File: src/hw/rtl/afd_pkg.sv
package afd_pkg;

    localparam int FRAC_BITS = 11;
    localparam int SAMPLE_W  = 16;
    localparam int COEF_W    = 16;
    localparam int NIB_W     = 4;
    localparam int PROD_W    = 32;
    localparam int ACC_W     = 34;
    localparam int SHIFTED_W = ACC_W - FRAC_BITS;
    localparam int BODY_W    = 64;
    localparam int TAPS      = 16;

    localparam logic [1:0] MODE_LOAD  = 2'd0;
    localparam logic [1:0] MODE_CONT  = 2'd1;
    localparam logic [1:0] MODE_FRESH = 2'd2;

    localparam logic [3:0] COUNT_RESET = 4'd1;
    localparam logic [3:0] LAST_SAMPLE = 4'd15;

    localparam logic signed [SAMPLE_W-1:0] SAT_MAX = 16'sh7FFF;
    localparam logic signed [SAMPLE_W-1:0] SAT_MIN = 16'sh8000;

    typedef enum logic [1:0] {
        ST_IDLE,
        ST_FETCH,
        ST_LO,
        ST_HI
    } state_t;

    typedef struct packed {
        logic clear;
        logic lo_en;
        logic hi_en;
    } mac_ctrl_t;

    typedef struct packed {
        logic load;
        logic last;
    } out_ctrl_t;

    // clamp the scaled accumulator to a 16-bit sample
    function automatic logic signed [SAMPLE_W-1:0] sat16(
        input logic signed [SHIFTED_W-1:0] v
    );
        logic [SHIFTED_W-SAMPLE_W:0] top;
        logic signed [SAMPLE_W-1:0]  res;
        top = v[SHIFTED_W-1:SAMPLE_W-1];
        if ((&top) || !(|top)) begin
            res = v[SAMPLE_W-1:0];
        end else if (v[SHIFTED_W-1]) begin
            res = SAT_MIN;
        end else begin
            res = SAT_MAX;
        end
        return res;
    endfunction

endpackage

File: src/hw/rtl/afd_coef_ram.sv
module afd_coef_ram #(
    parameter int DEPTH = 128,
    parameter int AW    = 7
) (
    input  logic                                aclk,
    input  logic                                wr_en,
    input  logic [AW-1:0]                       wr_addr,
    input  logic signed [afd_pkg::COEF_W-1:0]   wr_data,
    input  logic                                rd_en,
    input  logic [AW-1:0]                       rd_addr,
    output logic signed [afd_pkg::COEF_W-1:0]   rd_data
);
    import afd_pkg::*;

    logic signed [COEF_W-1:0] coef_reg [DEPTH];
    logic signed [COEF_W-1:0] rd_data_reg;

    always_ff @(posedge aclk) begin
        if (wr_en) begin
            coef_reg[wr_addr] <= wr_data;
        end
        if (rd_en) begin
            rd_data_reg <= coef_reg[rd_addr];
        end
    end

    assign rd_data = rd_data_reg;

endmodule

File: src/hw/rtl/afd_mac.sv
module afd_mac (
    input  logic                                aclk,
    input  logic                                aresetn,
    input  afd_pkg::mac_ctrl_t                  ctrl,
    input  logic signed [afd_pkg::NIB_W-1:0]    nib,
    input  logic [3:0]                          shift,
    input  logic signed [afd_pkg::COEF_W-1:0]   coef,
    output logic signed [afd_pkg::SAMPLE_W-1:0] sample_next
);
    import afd_pkg::*;

    logic signed [SAMPLE_W-1:0] h1_reg, h2_reg;
    logic signed [ACC_W-1:0]    acc_reg;
    logic signed [SAMPLE_W-1:0] mul_b;
    logic signed [PROD_W-1:0]   product;
    logic signed [ACC_W-1:0]    prod_ext, nib_ext, nib_term, lo_sum, hi_sum;
    logic [4:0]                 shamt;

    // one shared multiplier: older history on the low step, newer on the high step
    assign mul_b    = ctrl.hi_en ? h1_reg : h2_reg;
    assign product  = coef * mul_b;
    assign prod_ext = {{(ACC_W-PROD_W){product[PROD_W-1]}}, product};

    assign shamt    = {1'b0, shift} + 5'(FRAC_BITS);
    assign nib_ext  = {{(ACC_W-NIB_W){nib[NIB_W-1]}}, nib};
    assign nib_term = nib_ext <<< shamt;

    assign lo_sum = nib_term + prod_ext;
    assign hi_sum = acc_reg + prod_ext;

    assign sample_next = sat16($signed(hi_sum[ACC_W-1:FRAC_BITS]));

    always_ff @(posedge aclk) begin
        if (ctrl.lo_en) begin
            acc_reg <= lo_sum;
        end
    end

    always_ff @(posedge aclk) begin
        if (!aresetn) begin
            h1_reg <= '0;
            h2_reg <= '0;
        end else if (ctrl.clear) begin
            h1_reg <= '0;
            h2_reg <= '0;
        end else if (ctrl.hi_en) begin
            h2_reg <= h1_reg;
            h1_reg <= sample_next;
        end
    end

endmodule

File: src/hw/rtl/afd_seq.sv
module afd_seq #(
    parameter int MAX_PRED = 8,
    parameter int AW       = 7
) (
    input  logic                              aclk,
    input  logic                              aresetn,
    input  logic                              start,
    input  logic                              fresh,
    input  logic [7:0]                        header,
    input  logic [afd_pkg::BODY_W-1:0]        body,
    input  logic [3:0]                        pred_count,
    input  logic                              out_free,
    output logic                              idle,
    output logic                              rd_en,
    output logic [AW-1:0]                     rd_addr,
    output afd_pkg::mac_ctrl_t                mac_ctrl,
    output logic signed [afd_pkg::NIB_W-1:0]  nib,
    output logic [3:0]                        shift,
    output afd_pkg::out_ctrl_t                out_ctrl
);
    import afd_pkg::*;

    state_t            state_reg, state_next;
    logic [3:0]        k_reg;
    logic [BODY_W-1:0] body_reg;
    logic [3:0]        shift_reg;
    logic [3:0]        pred_reg;

    logic [4:0] count_eff;
    logic       pred_ok;
    logic [3:0] k_fetch;
    logic [3:0] tap;
    logic       advance;

    // counts above the table size act as the table size
    assign count_eff = ({1'b0, pred_count} > 5'(MAX_PRED)) ? 5'(MAX_PRED)
                                                          : {1'b0, pred_count};
    assign pred_ok   = ({1'b0, header[3:0]} < count_eff);

    assign advance = (state_reg == ST_HI) && out_free;

    // coefficient for the next multiply: second tap on fetch/high, first tap on low
    assign k_fetch = (state_reg == ST_HI) ? k_reg + 4'd1 : k_reg;
    assign tap     = (state_reg == ST_LO) ? {1'b0, k_reg[2:0]} : {1'b1, k_fetch[2:0]};
    assign rd_addr = AW'({pred_reg, tap});

    assign nib   = body_reg[BODY_W-1 -: NIB_W];
    assign shift = shift_reg;
    assign idle  = (state_reg == ST_IDLE);

    always_ff @(posedge aclk) begin
        if (!aresetn) begin
            state_reg <= ST_IDLE;
            k_reg     <= '0;
        end else begin
            state_reg <= state_next;
            if (start) begin
                k_reg <= '0;
            end else if (advance) begin
                k_reg <= k_reg + 4'd1;
            end
        end
    end

    always_ff @(posedge aclk) begin
        if (start) begin
            body_reg  <= body;
            shift_reg <= header[7:4];
            pred_reg  <= pred_ok ? header[3:0] : 4'd0;
        end else if (advance) begin
            body_reg  <= body_reg << NIB_W;
        end
    end

    always_comb begin
        state_next     = state_reg;
        rd_en          = 1'b0;
        mac_ctrl.clear = start && fresh;
        mac_ctrl.lo_en = 1'b0;
        mac_ctrl.hi_en = 1'b0;
        out_ctrl.load  = 1'b0;
        out_ctrl.last  = (k_reg == LAST_SAMPLE);
        unique case (state_reg)
            ST_IDLE: begin
                if (start) begin
                    state_next = ST_FETCH;
                end
            end
            ST_FETCH: begin
                rd_en      = 1'b1;
                state_next = ST_LO;
            end
            ST_LO: begin
                rd_en          = 1'b1;
                mac_ctrl.lo_en = 1'b1;
                state_next     = ST_HI;
            end
            ST_HI: begin
                if (out_free) begin
                    rd_en          = 1'b1;
                    mac_ctrl.hi_en = 1'b1;
                    out_ctrl.load  = 1'b1;
                    state_next     = (k_reg == LAST_SAMPLE) ? ST_IDLE : ST_LO;
                end
            end
            default: begin
                state_next = ST_IDLE;
            end
        endcase
    end

endmodule

File: src/hw/rtl/adpcm_frame_decoder_core.sv
// coefficient load request: taken while idle, and the block stays ready for further requests
// frame request: after acceptance the sequencer fetches, then runs a low and a high step per sample,
// a two-step multiply-add on one shared multiplier; each sample is registered at its high step
// a stalled result register holds the sequencer in place until the sample is taken
// reset (synchronous, active low) clears history to zero and predictor count to 1;
// the coefficient table is not cleared and holds whatever was last written
module adpcm_frame_decoder_core #(
    parameter int MAX_PREDICTORS = 8
) (
    input  logic                                aclk,
    input  logic                                aresetn,
    // configuration: predictor count
    input  logic                                cfg_wr_en,
    input  logic [3:0]                          cfg_wr_data,
    // request channel
    input  logic                                s_valid,
    output logic                                s_ready,
    input  logic [1:0]                          s_mode,
    input  logic [6:0]                          s_coef_slot,
    input  logic signed [afd_pkg::COEF_W-1:0]   s_coef_value,
    input  logic [7:0]                          s_frame_header,
    input  logic [afd_pkg::BODY_W-1:0]          s_frame_body,
    // sample channel
    output logic                                m_valid,
    input  logic                                m_ready,
    output logic signed [afd_pkg::SAMPLE_W-1:0] m_sample,
    output logic                                m_last_of_frame
);
    import afd_pkg::*;

    // sixteen taps per predictor: first half weights the newer sample
    localparam int DEPTH = MAX_PREDICTORS * TAPS;
    localparam int AW    = $clog2(DEPTH);

    logic [3:0] count_reg;

    logic                        accept;
    logic                        slot_ok;
    logic                        wr_en;
    logic                        start;
    logic                        fresh;
    logic                        seq_idle;
    logic                        rd_en;
    logic [AW-1:0]               rd_addr;
    logic signed [COEF_W-1:0]    rd_coef;
    mac_ctrl_t                   mac_ctrl;
    out_ctrl_t                   out_ctrl;
    logic signed [NIB_W-1:0]     nib;
    logic [3:0]                  shift;
    logic signed [SAMPLE_W-1:0]  sample_next;
    logic                        out_free;

    logic                        m_valid_reg;
    logic signed [SAMPLE_W-1:0]  m_sample_reg;
    logic                        m_last_reg;

    // predictor count register; the user must write it only while idle, the block does not enforce this
    always_ff @(posedge aclk) begin
        if (!aresetn) begin
            count_reg <= COUNT_RESET;
        end else if (cfg_wr_en) begin
            count_reg <= cfg_wr_data;
        end
    end

    // requests are only taken between frames
    assign s_ready = seq_idle;
    assign accept  = s_valid && s_ready;

    // writes beyond the table are dropped; the unused mode is ignored entirely
    assign slot_ok = (9'(s_coef_slot) < 9'(DEPTH));
    assign wr_en   = accept && (s_mode == MODE_LOAD) && slot_ok;
    assign start   = accept && ((s_mode == MODE_CONT) || (s_mode == MODE_FRESH));
    assign fresh   = (s_mode == MODE_FRESH);

    // the result register frees up when empty or when its sample is taken this cycle
    assign out_free = !m_valid_reg || m_ready;

    afd_coef_ram #(
        .DEPTH (DEPTH),
        .AW    (AW)
    ) u_ram (
        .aclk    (aclk),
        .wr_en   (wr_en),
        .wr_addr (AW'(s_coef_slot)),
        .wr_data (s_coef_value),
        .rd_en   (rd_en),
        .rd_addr (rd_addr),
        .rd_data (rd_coef)
    );

    afd_seq #(
        .MAX_PRED (MAX_PREDICTORS),
        .AW       (AW)
    ) u_seq (
        .aclk       (aclk),
        .aresetn    (aresetn),
        .start      (start),
        .fresh      (fresh),
        .header     (s_frame_header),
        .body       (s_frame_body),
        .pred_count (count_reg),
        .out_free   (out_free),
        .idle       (seq_idle),
        .rd_en      (rd_en),
        .rd_addr    (rd_addr),
        .mac_ctrl   (mac_ctrl),
        .nib        (nib),
        .shift      (shift),
        .out_ctrl   (out_ctrl)
    );

    // shared multiply-add: low step nibble term plus older product, high step adds newer
    afd_mac u_mac (
        .aclk        (aclk),
        .aresetn     (aresetn),
        .ctrl        (mac_ctrl),
        .nib         (nib),
        .shift       (shift),
        .coef        (rd_coef),
        .sample_next (sample_next)
    );

    // result register parts the output handshake from the sequencer
    always_ff @(posedge aclk) begin
        if (!aresetn) begin
            m_valid_reg <= 1'b0;
        end else if (out_ctrl.load) begin
            m_valid_reg <= 1'b1;
        end else if (m_ready) begin
            m_valid_reg <= 1'b0;
        end
    end

    always_ff @(posedge aclk) begin
        if (out_ctrl.load) begin
            m_sample_reg <= sample_next;
            m_last_reg   <= out_ctrl.last;
        end
    end

    assign m_valid         = m_valid_reg;
    assign m_sample        = m_sample_reg;
    assign m_last_of_frame = m_last_reg;

endmodule

File: config.mk
export PLATFORM = sky130hd
export DESIGN_NAME = adpcm_frame_decoder_core
export DESIGN_NICKNAME = d
export VERILOG_FILES = /design/src/hw/rtl/afd_pkg.sv /design/src/hw/rtl/afd_coef_ram.sv /design/src/hw/rtl/afd_mac.sv /design/src/hw/rtl/afd_seq.sv /design/src/hw/rtl/adpcm_frame_decoder_core.sv
export SDC_FILE = /design/constraint.sdc
export NUM_CORES = 2
export LEC_CHECK = 0
export ABC_AREA = 1
export BUFFER_PORTS_ARGS = -buffer_cell sky130_fd_sc_hd__buf_4
export CAP_MARGIN = 25
export CORE_ASPECT_RATIO = 1.75
export CORE_MARGIN = 1
export CORE_UTILIZATION = 50
export CTS_BUF_LIST = sky130_fd_sc_hd__clkbuf_4
export CTS_CLUSTER_DIAMETER = 60
export CTS_CLUSTER_SIZE = 28
export DETAILED_ROUTE_END_ITERATION = 16
export PLACE_DENSITY_LB_ADDON = 0.1
export REMOVE_ABC_BUFFERS = 1
export SLEW_MARGIN = 30
export SYNTH_ARGS = -nofsm -noshare
export SYNTH_HDL_FRONTEND = slang
export SYNTH_SLANG_ARGS = --single-unit
File: constraint.sdc
create_clock -name aclk -period 11.8 [get_ports aclk]
set_input_delay 2.36 -clock aclk [delete_from_list [all_inputs] [get_ports aclk]]
set_output_delay 2.36 -clock aclk [all_outputs]
set_load 0.005 [all_outputs]
# After elaboration in Yosys (flattened, before gate mapping)
# Memory sizes are Yosys's and may differ from the RTL's. A register that Yosys moved wholly into a read port is not among the register bits.
# Index checks and enable logic that the tools add are counted.
totals:
  mem_bits_rw: 2048
  reg_bits: 165
  mem_count: 1
  output_inout_bits: 19
mem_list:
  columns: ["memory", "depth", "word_bits", "read_ports", "rd_ports_with_merged_regs", "wr", "line", "source"]
  rows:
  - ["u_ram.coef_reg", 128, 16, 1, 1, 1, "afd_coef_ram.sv:15", "logic signed [COEF_W-1:0] coef_reg [DEPTH];"]
classes:
  eq_ne: 8
  add_sub_neg: 4
  n_reduce_logical: 20
  order_cmp: 2
  n_mux: 20
  n_bitwise: 1
  n_mul: 1
  shift: 1
ops:
  columns: ["op", "count"]
  rows:
  - ["two-way mux 64 bit", 2]
  - ["adder 34 x 32 -> 34 bit", 2]
  - ["two-way mux 16 bit", 3]
  - ["<<< shifter 4 x 5 -> 34 bit", 1]
  - ["multiplier 16 x 16 -> 32 bit", 1]
  - ["two-way mux 4 bit", 2]
  - ["case mux 2 bit (4 select lines)", 1]
  - ["AND reduction 8 bit", 1]
  - ["OR reduction 8 bit", 1]
  - ["two-way mux 1 bit", 7]
  - ["== test 2 bit, second input constant", 3]
  - ["two-way mux 2 bit", 3]
  - ["OR reduction 2 bit", 3]
  - ["adder 4 x 4 -> 5 bit, second input constant", 1]
  - ["logical AND 1 bit", 5]
  - ["adder 4 x 1 -> 4 bit, second input constant", 1]
  - ["== test 2 x 1 -> 1 bit, second input constant", 2]
  - ["== test 4 bit, second input constant", 1]
  - ["> comparator 4 bit, second input constant", 1]
  - ["logical NOT 2 bit", 2]
  - ["< comparator 4 bit", 1]
  - ["!= test 2 x 1 -> 1 bit, second input constant", 2]
  - ["nonzero test 2 bit", 2]
  - ["logical OR 1 bit", 3]
  - ["5 further kinds", 6]

# Longest topological paths before layout
logic_depth:
  word_depth: 11
  mapped_depth: 56
  mapped_depth_nobuf: 54

# Cells and area by module
# From an unflattened synthesis, not the netlist that was laid out.
unflattened:
  cells_unflattened: 9345
  hier_area_um2: 103434.2
by_module_without_submodules:
  columns: ["mod", "instances", "area_per_inst_um2", "cells_per_inst", "seq_area_each_um2"]
  rows:
  - ["afd_coef_ram", 1, 82988.3, 6793, 61979.4]
  - ["afd_mac", 1, 16239.3, 2143, 1661.6]
  - ["afd_seq", 1, 3477.1, 363, 2252.2]
  - ["adpcm_frame_decoder_core", 1, 729.4, 46, 610.6]

# Worst setup path before layout
# No wires, ideal clock.
synth_path:
  path_kind: "input to register"
  startpoint: "input port m_ready"
  endpoint: "register m_sample_reg[0] (netlist: m_sample[0]), data pin"
  setup_slack_ns: 1.279
  setup_time_ns: 0.256
  t_required_ns: 11.544
  arrival_time_ns: 10.265
  path_buffers: 3
  stages: 44
  path_cell_list: "inv_2 nand2_2 nand2_2 inv_1 clkbuf_1 clkbuf_1 o21ai_1 clkinv_1 nand2_1 fa_1 fa_1 fa_1 inv_1 fa_1 fa_1 inv_1 fa_1 inv_1 (+8 left out) o21ai_0 nand3_1 nand2_1 xor2_1 ha_1 nand2_1 inv_1 nand3_1 nor2_1 a2111oi_1 nand2_1 nand2_1 nand2_1 nor2_1 nand4_1 nand2_1 buf_2 nand2_1"
synth_between:
  elab_chain_len: 10
synth_rtl:
  columns: ["item", "line", "source"]
  rows:
  - ["start, declared", "adpcm_frame_decoder_core.sv:25", "input logic m_ready,"]
  - ["logical OR 1 bit *", "adpcm_frame_decoder_core.sv:77", "assign out_free = !m_valid_reg || m_ready;"]
  - ["two-way mux 1 bit *", "afd_seq.sv:99", "if (out_free) begin"]
  - ["two-way mux 1 bit *", "afd_seq.sv:83", "unique case (state_reg)"]
  - ["two-way mux 16 bit *", null, null]
  - ["multiplier 16 x 16 -> 32 bit *", "afd_mac.sv:21", "assign product = coef * mul_b;"]
  - ["adder 34 x 32 -> 34 bit *", "afd_mac.sv:29", "assign hi_sum = acc_reg + prod_ext;"]
  - ["OR reduction 8 bit", "afd_pkg.sv:48", "if ((&top) || !(|top)) begin"]
  - ["logical NOT 1 bit", "afd_pkg.sv:48", null]
  - ["logical OR 1 bit", "afd_pkg.sv:48", null]
  - ["two-way mux 16 bit *", "afd_pkg.sv:48", null]
  - ["via sample_next[0]", "adpcm_frame_decoder_core.sv:50", "logic signed [SAMPLE_W-1:0] sample_next;"]
  - ["end signal, assigned", "adpcm_frame_decoder_core.sv:137", "m_sample_reg <= sample_next;"]
  - ["end, declared", "adpcm_frame_decoder_core.sv:54", "logic signed [SAMPLE_W-1:0] m_sample_reg;"]
# The timed path passes the listed nets; every way through them passes the cells marked *.
# A chain may end at the register's enable or synchronous reset.

# Worst setup path in the final report
layout_path:
  startpoint: "input port m_ready"
  endpoint: "register m_sample_reg[7] (netlist: m_sample[7]), data pin"
# The elaborated chain is that of the path after synthesis.

==> key figures <==
Run status
  – Status: completed

Global route
  – Vias in the first global route: 66812
  – First-pass GRT wire length: 443000 µm
  – Initial antenna violation count: 13
  – Largest net degree at the start of global routing: 198
  – Total global-route track usage: 29.5%
  – Congestion Overflow GR: 0

Setup path
  – Worst Reg2Reg Path Length in Cells: 41
  – Top cell by count, worst path: nand2_1
  – R2r startpoint: u_seq.state_reg[1]$_SDFFE_PN0P_
  – WP buf/inv: 9
  – CP peak stage delay: 0.56 ns
  – WP data arrival: 11.24 ns
  – Max FO, Critical Path: 30
  – Crit path kind: input pin to flop
  – CP top delay family: adder cells
  – Startpoint types: input pin
  – CP required: 12.82 ns
  – CP Capture Type: flop
  – FF-to-FF setup slack: 2.21 ns
  – Crit-path slowest cell: a2111oi_1
  – R2R Path End: m_sample[7]$_DFFE_PN_

Floorplanning
  – CORE AREA: 203000 µm²
  – Die extent in y: 600 µm
  – Initial Util: 50.3%
  – Die Area: 206000 µm²
  – # rows: 219
  – Num ports: 125
  – Chip width: 344 µm

Logic synthesis
  – Post-synth top cells: edfxtp_1, nor2_1, nand2_1
  – Adder-cell share of the synthesized area: 7.08%
  – Count leader, synth: edfxtp_1
  – Combinational family with the most area after synthesis: simple AND/OR/NAND/NOR gates
  – Synth top area cells: edfxtp_1, nor2_1, fa_1
  – Post-Synth Simple-Gate Area: 13.6%
  – Yosys reg bits: 2229
  – EDFF count, synth: 2186
  – Synth Area in Compound Gates: 9.52%
  – Syn Area/Cell: 11.7 µm²
  – Top cell type's share of synthesized area: 64.3%
  – Yosys cell types: 54
  – Mapped Cells: 8734
  – Synth Flop Type: edfxtp_1
  – Post-synthesis mux area share: 0.0196%
  – Synth Area in XOR/XNOR: 0.746%
  – Post-Syn Area: 102000 µm²
  – Warnings, synthesis: 0
  – Register area share after synthesis: 65.1%
  – Yosys top cell by area: edfxtp_1
  – Ys async rst share: 0%

STA
  – Fin crit share: 86.6%
  – Worst slew pin tran: 1.05 ns
  – Clock Skew: 0.157 ns
  – Final Hold Viols: 0
  – Slew Limit Fails: 0
  – Setup ws final: 1.58 ns
  – WHS: 0.493 ns
  – Fin Setup TNS: 0 ns
  – RSZ-0062 raised after global routing: false
  – Highest clock rate: 97.8 MHz
  – Max-slew headroom at the worst pin: 29.6%
  – Minimum clock period: 10.22 ns
  – Setup-failing EPs final: 0

Worst hold path
  – HP Class: flop to flop
  – Hold path start: u_seq.k_reg[3]$_SDFFE_PP0N_
  – WHS Endpoint: u_seq.k_reg[3]$_SDFFE_PP0N_
  – Min-Delay Path Depth: 2

Clocking
  – Hold buffer count at cts: 0
  – Clock transition at path regs: 0.24 ns
  – Clock root buffer: clkbuf_4
  – Maximum clock insertion buffer count: 3
  – Clock Latency Late Sink: 1.32 ns
  – Clock Sinks: 2229
  – Post-CTS setup repair buffer count: 0
  – Post-cts gate resize count: 0
  – H-tree Lvls: 3
  – CTS tree: built
  – TritonCTS buffer count: 111

Layout
  – Post-route core utilization: 53.4%
  – Area of the multi-input gates: 31700 µm²
  – Fill cells: 17538
  – Final net count: 9241
  – Ratio of cells with drive above 1 in the final layout: 7.49%
  – Register area: 66500 µm²
  – Layout area overhead: 6.18%
  – Max FFs per register: 2048

Detailed routing
  – Initial DRC count: 6990
  – Via density: 5.94
  – DR pass1 iterations: 6
  – ANT nets after route: 0
  – Via count: 68077
  – WL per Instance: 26.6 µm
  – Remaining DRCs: 0
  – Routed WL: 305000 µm

Placed design
  – IO buf count: 124
  – Routability cong.: 0.987
  – Pre-CTS setup slack: 0.310 ns
  – DP Wirelength: 195000 µm

Pwr
  – Power per cell area: 278 nW/µm²
  – Peak VDD IR: 0.463 mV
  – Pleak: 38.0 nW

Flow run
  – Max-cap check violation count: 0
## cell families after synthesis
logic type      Yosys count
flops                  2229
buf+inv                 993
fa+ha+maj               420
other cells               1
compound gates         1510
xor+xnor                 87
simple gates           3492
mux                       2
## metrics by stage
stage / std cells / instance area (µm²) / power (mW)
floorplan: 8223 / 99900 / 20.9
global placement: 11249 / 106000 / 26.9
detailed placement: 11249 / 106000 / 26.9
CTS: 11448 / 108000 / 30.2
global route: 11458 / 108000 / 32.1
finish: 11464 / 108000 / 30.2
## placed cells by master, fill, tap and decap left out, types with 6 or more instances in the layout
| master | instances |
|---|---|
| edfxtp_1 | 2186 |
| nor2_1 | 2101 |
| nand2_1 | 959 |
| o21ai_0 | 711 |
| o32ai_1 | 508 |
| inv_1 | 458 |
| buf_4 | 357 |
| nand3_1 | 326 |
| fa_1 | 263 |
| ha_1 | 156 |
| a21oi_1 | 132 |
| clkbuf_4 | 120 |
| o22ai_1 | 71 |
| xor2_1 | 56 |
| dfxtp_1 | 43 |
| xnor2_1 | 29 |
| nand2_2 | 22 |
| o21ai_1 | 22 |
| nor3_1 | 17 |
| nand4_1 | 15 |
| or2_2 | 15 |
| buf_12 | 15 |
| a21o_1 | 14 |
| nand3_2 | 13 |
| inv_2 | 13 |
| clkinvlp_4 | 12 |
| inv_6 | 12 |
| diode_2 | 11 |
| clkinv_4 | 11 |
| clkinv_1 | 10 |
| bufinv_16 | 10 |
| o21bai_1 | 8 |
| a31oi_1 | 8 |
| a211oi_1 | 8 |
| clkinv_2 | 8 |
| inv_8 | 7 |
| o21a_1 | 6 |
## worst max-delay path by stage
stage / start / end / slack, ns / depth (start not counted)
2_1_floorplan: u_seq.state_reg[0]$_SDFFE_PN0P_ / u_ram.rd_data[10]$_DFFE_PP_ / -25.13 / 15
3_3_place_gp: m_ready / u_mac.h1_reg[12]$_SDFFE_PP0N_ / 0.35 / 45
3_5_place_dp: m_ready / u_mac.h1_reg[13]$_SDFFE_PP0N_ / 0.31 / 45
4_1_cts: m_ready / m_sample[7]$_DFFE_PN_ / 1.73 / 43
5_1_grt: m_ready / u_mac.h1_reg[11]$_SDFFE_PP0N_ / 0.85 / 45
6_report: m_ready / m_sample[7]$_DFFE_PN_ / 1.58 / 43
## worst min-delay path, cell delays in order, from the launching register on
cell and delay (ns):
dfxtp_1 0.36, nand2_1 0.06, a21oi_1 0.05
## area by class of cell
class,instances,share of cell area (%)
Sequential cell,2229,61.3
Multi-Input combinational cell,5516,29.2
Tap cell,2652,3.06
Timing Repair Buffer,379,2.90
Inverter,478,1.67
Clock inverter,79,0.958
Clock buffer,120,0.831
Antenna cell,11,0.0254
## routing by layer
layer / share of wire (%) / vias up / wire length (µm) / track usage, %
met5: 0.031 / - / 95 / 0
met4: 7.2 / 14 / 22100 / 18.6
met3: 5.6 / 610 / 17200 / 3.48
met2: 51 / 2374 / 156000 / 51.3
met1: 36 / 34311 / 110000 / 34.5
li1: - / 30768 / - / -
## power breakdown
| group | internal, mW | total (mW) | switching, mW |
|---|---|---|---|
| sequential | 9.32 | 9.47 | 0.153 |
| combinational | 5.63 | 17.4 | 11.7 |
| clock | 0.827 | 3.34 | 2.52 |
| total | 15.8 | 30.2 | 14.4 |
(Power assumes the default switching activity.)
